===== src/hw/rtl/d3r_pkg.sv =====
package d3r_pkg;

    localparam int COEF_W    = 32;
    localparam int FRAC_BITS = 16;
    localparam int REG_W     = 64;
    localparam int NUM_REGS  = 8;
    localparam int IDX_W     = 3;
    localparam int PIX_W     = 12;
    localparam int DISP_W    = 16;
    localparam int COORD_W   = 32;
    localparam int LANES     = 3;
    // quotient bits: 16 integer, 16 fraction
    localparam int QUO_W     = 2 * FRAC_BITS;

    localparam int DEF_COLUMN_BITS   = 12;
    localparam int DEF_ROW_BITS      = 12;
    localparam int DEF_DISCARD_LIMIT = 10;

    typedef enum logic [IDX_W-1:0] {
        REG_Q_R0C01 = 3'd0,
        REG_Q_R0C23 = 3'd1,
        REG_Q_R1C01 = 3'd2,
        REG_Q_R1C23 = 3'd3,
        REG_Q_R2C01 = 3'd4,
        REG_Q_R2C23 = 3'd5,
        REG_Q_R3C01 = 3'd6,
        REG_Q_R3C23 = 3'd7
    } reg_idx_t;

    localparam logic [REG_W-1:0] REG_RESET [NUM_REGS] = '{
        64'h0001_0000_0000_0000, 64'h0000_0000_0000_0000,
        64'h0000_0000_0001_0000, 64'h0000_0000_0000_0000,
        64'h0000_0000_0000_0000, 64'h0001_0000_0000_0000,
        64'h0000_0000_0000_0000, 64'h0000_0000_0001_0000
    };

    typedef struct packed {
        logic [PIX_W-1:0]         pixel_column;
        logic [PIX_W-1:0]         pixel_row;
        logic signed [DISP_W-1:0] disparity_value;
    } pixel_t;

    typedef struct packed {
        logic signed [COORD_W-1:0] point_x;
        logic signed [COORD_W-1:0] point_y;
        logic signed [COORD_W-1:0] point_z;
    } point_t;

    typedef struct packed {
        logic             valid;
        logic             ok;
        logic [LANES-1:0] neg;
    } d3r_ctrl_t;

    // signed width of one vector element (16x, 16y, d, 16)
    function automatic int vec_width(input int cb, input int rb);
        int w;
        w = ((cb > rb) ? cb : rb) + 5;
        return (w > DISP_W) ? w : DISP_W;
    endfunction

endpackage


===== src/hw/rtl/d3r_div_cell.sv =====
module d3r_div_cell
    import d3r_pkg::*;
#(
    parameter int REM_W = 72
)
(
    input  logic             clk,
    input  logic [REM_W-1:0] rem_in,
    input  logic [REM_W-1:0] dsh_in,
    input  logic [QUO_W-1:0] quo_in,
    output logic [REM_W-1:0] rem_out,
    output logic [REM_W-1:0] dsh_out,
    output logic [QUO_W-1:0] quo_out
);

    logic             fits;
    logic [REM_W-1:0] rem_sub;
    logic [REM_W-1:0] rem_reg, dsh_reg;
    logic [QUO_W-1:0] quo_reg;

    // restoring step; remainder stays below twice the shifted divisor
    assign fits    = rem_in >= dsh_in;
    assign rem_sub = fits ? (rem_in - dsh_in) : rem_in;

    always_ff @(posedge clk)
    begin
        rem_reg <= rem_sub << 1;
        dsh_reg <= dsh_in;
        quo_reg <= {quo_in[QUO_W-2:0], fits};
    end

    assign rem_out = rem_reg;
    assign dsh_out = dsh_reg;
    assign quo_out = quo_reg;

endmodule


===== config.mk =====
export PLATFORM = sky130hd
export DESIGN_NAME = d3r_div_cell
export DESIGN_NICKNAME = d
export VERILOG_FILES = /design/src/hw/rtl/d3r_pkg.sv /design/src/hw/rtl/d3r_div_cell.sv
export SDC_FILE = /design/constraint.sdc
export NUM_CORES = 1
export LEC_CHECK = 0
export BUFFER_PORTS_ARGS = -buffer_cell sky130_fd_sc_hd__buf_2
export CAP_MARGIN = 20
export CORE_ASPECT_RATIO = 1.5
export CORE_MARGIN = 1
export CORE_UTILIZATION = 25
export CTS_BUF_LIST = sky130_fd_sc_hd__clkbuf_2 sky130_fd_sc_hd__clkbuf_4 sky130_fd_sc_hd__clkbuf_8
export DETAILED_ROUTE_END_ITERATION = 16
export HOLD_SLACK_MARGIN = 0.06
export PLACE_DENSITY_LB_ADDON = 0.15
export SLEW_MARGIN = 20
export SYNTH_ARGS = -nofsm -noshare
export SYNTH_HDL_FRONTEND = slang
export SYNTH_SLANG_ARGS = --single-unit

===== constraint.sdc =====
create_clock -name clk -period 4.86 [get_ports clk]
set_input_delay 0.972 -clock clk [delete_from_list [all_inputs] [get_ports clk]]
set_output_delay 0.972 -clock clk [all_outputs]
set_load 0.05 [all_outputs]

**After elaboration in Yosys (flattened, before gate mapping)**

Index checks and enable logic that the tools add are counted.

- Register bits after elaboration: 175
- Output and inout bits: 176
- Bits of input ports: 177
- Logic and storage cells: 6

- Add/subtract/negate cells: 1
- Muxes and demuxes: 1
- $lt $le $gt $ge: 1

Operators by type and width:

| kind | number |
|---|---|
| $ge A72 B72 Y1 | 1 |
| $mux W71 | 1 |
| $sub A71 B71 Y71 | 1 |

**Logic depth before layout (Yosys ltp)**

- Word-level depth: 2
- Depth in mapped cells: 17
- Mapped depth without buffers: 13

**Least setup slack after synthesis**

Ideal clock, no wire load.

- Path type: input to register
- From: input rem_in[0]
- To: register rem_reg[43] (netlist: rem_out[43])
- Stages: 14
- Path slack: 1.223 ns
- Required time: 4.739 ns
- Arrival: 3.515 ns
- Buffers on the path: 2
- Library setup time: 0.121 ns
- Path through: inv_1 ha_1 fa_1 nand2b_1 a21oi_1 o21ai_1 o211a_1 o211a_4 o21ba_1 o21ai_2 a21oi_2 buf_6 buf_6 mux2_4

- Cells in the longest elaborated chain, start to end: 2
- Elaborated cells on any way between the ends: 3

Ends and longest elaborated chain:

| element | RTL line | source |
|---|---|---|
| start: declaration | d3r_div_cell.sv:8 | `input logic [REM_W-1:0] rem_in,` |
| $sub A71 B71 Y71 or $ge A72 B72 Y1 (tied branches) | d3r_div_cell.sv:23, d3r_div_cell.sv:22 |  |
| $mux W71 * | d3r_div_cell.sv:23 | `assign rem_sub = fits ? (rem_in - dsh_in) : rem_in;` |
| net rem_sub[42] | d3r_div_cell.sv:17 | `logic [REM_W-1:0] rem_sub;` |
| end signal: assignment | d3r_div_cell.sv:27 | `rem_reg <= rem_sub << 1;` |
| end: declaration | d3r_div_cell.sv:18 | `logic [REM_W-1:0] rem_reg, dsh_reg;` |

The timed path passes the listed nets; every way through them passes the cells marked *.

**Final worst setup path**

- From: input dsh_in[11]
- To: register rem_reg[43] (netlist: rem_out[43])

- Cells in the longest elaborated chain, start to end: 2
- Elaborated cells on any way between the ends: 3

Ends and longest elaborated chain:

| element | RTL line | source |
|---|---|---|
| start: declaration | d3r_div_cell.sv:9 | `input logic [REM_W-1:0] dsh_in,` |
| $sub A71 B71 Y71 or $ge A72 B72 Y1 (tied branches) | d3r_div_cell.sv:23, d3r_div_cell.sv:22 |  |
| $mux W71 * | d3r_div_cell.sv:23 |  |
| net rem_sub[42] | d3r_div_cell.sv:17 |  |

Marks and branches as above.

==> impl_summary.txt <==
----------------------------------------------------
[Run]
  Max Cap Viol ... 0

[Floorplan]
  Core ar. ... 35300 µm²
  Vertical die dimension ... 235 µm
  Die Footprint ... 36900 µm²
  Starting utilization of the core area ... 25.6%
  I/O pin total ... 353
  Row count ... 84
  X dimension of the die ... 157 µm

[Route]
  1st-pass router iterations ... 4
  DRC violation count after routing ... 0
  Routed length per instance ... 16.1 µm
  Number of DRC violations after detailed-routing iteration 0 ... 321
  Via count ... 8532
  Overall routed net length ... 30500 µm
  ANT nets after route ... 0
  Number of vias per cell ... 4.52

[Timing]
  Top achievable clock speed ... 259 MHz
  Post-route setup TNS ... 0 ns
  Share of the cycle needed by the critical path after routing ... 79.5%
  Tmin final ... 3.86 ns
  Min setup slack post-route ... 0.998 ns
  Worst max-slew margin expressed relative to the limit ... 43.4%
  Slew Viols, Final ... 0
  Setup-violating endpoint count in the final report ... 0
  Unrepaired setup endpoints after global routing ... false
  Slew of the pin with the lowest slew margin ... 0.847 ns
  Number of failing hold endpoints at the final stage ... 0

[Clock tree]
  Clock tree sinks ... 175
  Resize count post-CTS ... 0
  Total of hold buffers inserted after clock tree synthesis ... 0
  Clock root cell ... sky130_fd_sc_hd__clkbuf_8
  Inserted Clock Buffers ... 17
  Htree depth ... 4
  CTS tree ... done
  Post-CTS Repair Setup Buffers ... 0
  Clock buffer depth ... 2
  Clock transition at the register clock pins on the worst setup and hold paths after CTS ... 0.09 ns

[Yosys]
  Async set-reset flop share out of synthesis ... 0%
  Top post-synthesis cells by area ... sky130_fd_sc_hd__dfxtp_1, sky130_fd_sc_hd__ha_1, sky130_fd_sc_hd__nand2_1
  Synth warn ... 0
  Gate count after technology mapping ... 1074
  Share of the yosys chip area belonging to registers ... 38.8%
  Post-synthesis cell type count ... 70
  Flop and latch count out of synthesis ... 175
  Area share of the largest cell type after synthesis ... 38.8%
  Number of flops mapped to enable cells by yosys ... 0
  Largest area contributor in the synthesized netlist ... sky130_fd_sc_hd__dfxtp_1
  Area of the mapped netlist ... 9030 µm²
  Net count after synthesis ... 1324
  Synthesized area divided by synthesized cell count ... 8.40 µm²
  Most common flop cell mapped by yosys ... sky130_fd_sc_hd__dfxtp_1

[Cells and area]
  Leading cell type in the layout, fill and taps excluded ... sky130_fd_sc_hd__buf_2
  FILL cells ... 3898
  Commonest cells after routing, fill and taps aside ... sky130_fd_sc_hd__buf_2, sky130_fd_sc_hd__dfxtp_1, sky130_fd_sc_hd__nand2_1, sky130_fd_sc_hd__o21ai_0, sky130_fd_sc_hd__inv_1
  Layout Area Growth over Synthesis ... 29.1%
  Share of post-route cells with drive strength above 1 ... 29.7%
  NumNets Final ... 1649

[Placed design]
  Number of port buffers ... 350
  GPL Wtd Cong ... 0.833
  Sum of net half-perimeters after detailed placement ... 25400 µm
  Post-place setup slack ... 0.433 ns

[Worst setup path]
  Arrival time of data at the critical path endpoint ... 4.26 ns
  Start-to-end type of the worst setup path ... primary input to flip-flop
  Critical path endpoint category ... flip-flop
  CP Max Fanout ... 39
  CP Data Required Time ... 5.26 ns
  Startpoint kind of the worst setup timing path ... primary input

[Global route]
  Final global-route overflow total ... 0
  Wire length of the first global-routing pass ... 46900 µm
  Initial antenna violation count ... 5
  Overall routing resource usage ... 16.8%
  Largest net degree at the start of global routing ... 48
  Number of global-route vias before repair ... 8737

[Power]
  Total power ... 4.34 mW
  IR Drop Worst-Case VDD ... 0.000144 V
  P per Cell Area ... 373 nW/µm²
  Leakage power ... 5.69 nW

[Worst hold path]
  Worst hold path class ... primary input to flip-flop

[Status]
  Run status ... finished clean

----------------------------------------------------
[worst max-delay path, cell delays in order]
cell                      delay, ns
sky130_fd_sc_hd__buf_2         0.09
sky130_fd_sc_hd__inv_1         0.04
sky130_fd_sc_hd__ha_1          0.37
sky130_fd_sc_hd__a21oi_1       0.17
sky130_fd_sc_hd__o21ai_0       0.17
sky130_fd_sc_hd__a32oi_1       0.32
sky130_fd_sc_hd__o211a_1       0.28
sky130_fd_sc_hd__o211a_4       0.26
sky130_fd_sc_hd__o21ba_1       0.19
sky130_fd_sc_hd__o21ai_2       0.10
sky130_fd_sc_hd__a21oi_4       0.68
sky130_fd_sc_hd__buf_12        0.28
sky130_fd_sc_hd__mux2_4        0.31
[sequential cells by signal, summed over array words and instances, names as in the netlist]
register,flops
dsh_out,72
quo_out,32
rem_out,71
[metrics by stage]
stage               hold WS, ns  util, %  cells  area [µm²]
floorplan                  1.00        -   1074        9030
global placement           1.07     31.8   1853       11200
detailed placement         1.08     31.8   1853       11200
CTS                       0.505     33.0   1885       11600
global route              0.507     33.0   1886       11600
finish                    0.563     33.0   1888       11600
[Yosys cell counts (30+ instances only)]
master,n
sky130_fd_sc_hd__xnor2_1,37
sky130_fd_sc_hd__a21oi_1,88
sky130_fd_sc_hd__dfxtp_1,175
sky130_fd_sc_hd__inv_1,93
sky130_fd_sc_hd__nand4_1,34
sky130_fd_sc_hd__clkbuf_1,39
sky130_fd_sc_hd__xor2_1,30
sky130_fd_sc_hd__ha_1,72
sky130_fd_sc_hd__a21o_1,31
sky130_fd_sc_hd__nor2_1,50
sky130_fd_sc_hd__o21ai_0,97
sky130_fd_sc_hd__nand2_1,131
[metal layers]
| layer | vias up | track usage [%] | share of wire (%) |
|---|---|---|---|
| met5 | - | 0 | 0.079 |
| met4 | 4 | 5.65 | 1.9 |
| li1 | 4377 | - | - |
| met1 | 3872 | 17.3 | 39 |
| met3 | 31 | 4.35 | 5.9 |
| met2 | 248 | 32.1 | 54 |
[cell families (layout without fill, tap and decap cells)]
group	Yosys count	count (layout)	share of synthesized area, %
other	1	4	0.0415
AOI/OAI and AO/OA	332	332	23.3
muxes	3	3	0.457
buffers and inverters	149	487	6.76
adders and majority gates	73	73	10.2
xor gates and xnor gates	67	67	6.50
and+or+nand+nor	274	274	13.9
DFF	175	175	38.8
[path summary, 6_finish.rpt]
| kind | from | end | slack [ns] | cells after the start |
|---|---|---|---|---|
| setup / recovery | dsh_in[11] | rem_out[43] | 1.0 | 13 |
| hold / removal | quo_in[12] | quo_out[13] | 0.56 | 1 |
[where the power goes]
| part | switching (mW) | internal [mW] | total (mW) |
|---|---|---|---|
| combinational | 1.16 | 0.472 | 1.63 |
| clock | 0.585 | 0.506 | 1.09 |
| sequential | 0.0340 | 1.59 | 1.62 |
| total | 1.78 | 2.57 | 4.34 |
[layout make-up]
cell class / instances / area, µm² / share of cell area (%)
diodes: 3 / 7.51 / 0.0644
clock buffers: 21 / 283 / 2.43
clock inverters: 11 / 129 / 1.11
inverters: 93 / 349 / 3.00
multi-input cells: 750 / 4920 / 42.2
flip-flops and latches: 175 / 3500 / 30.1
well taps: 473 / 592 / 5.08
repair buffers: 362 / 1870 / 16.0
Note: power is estimated with default switching activity, not from simulation.
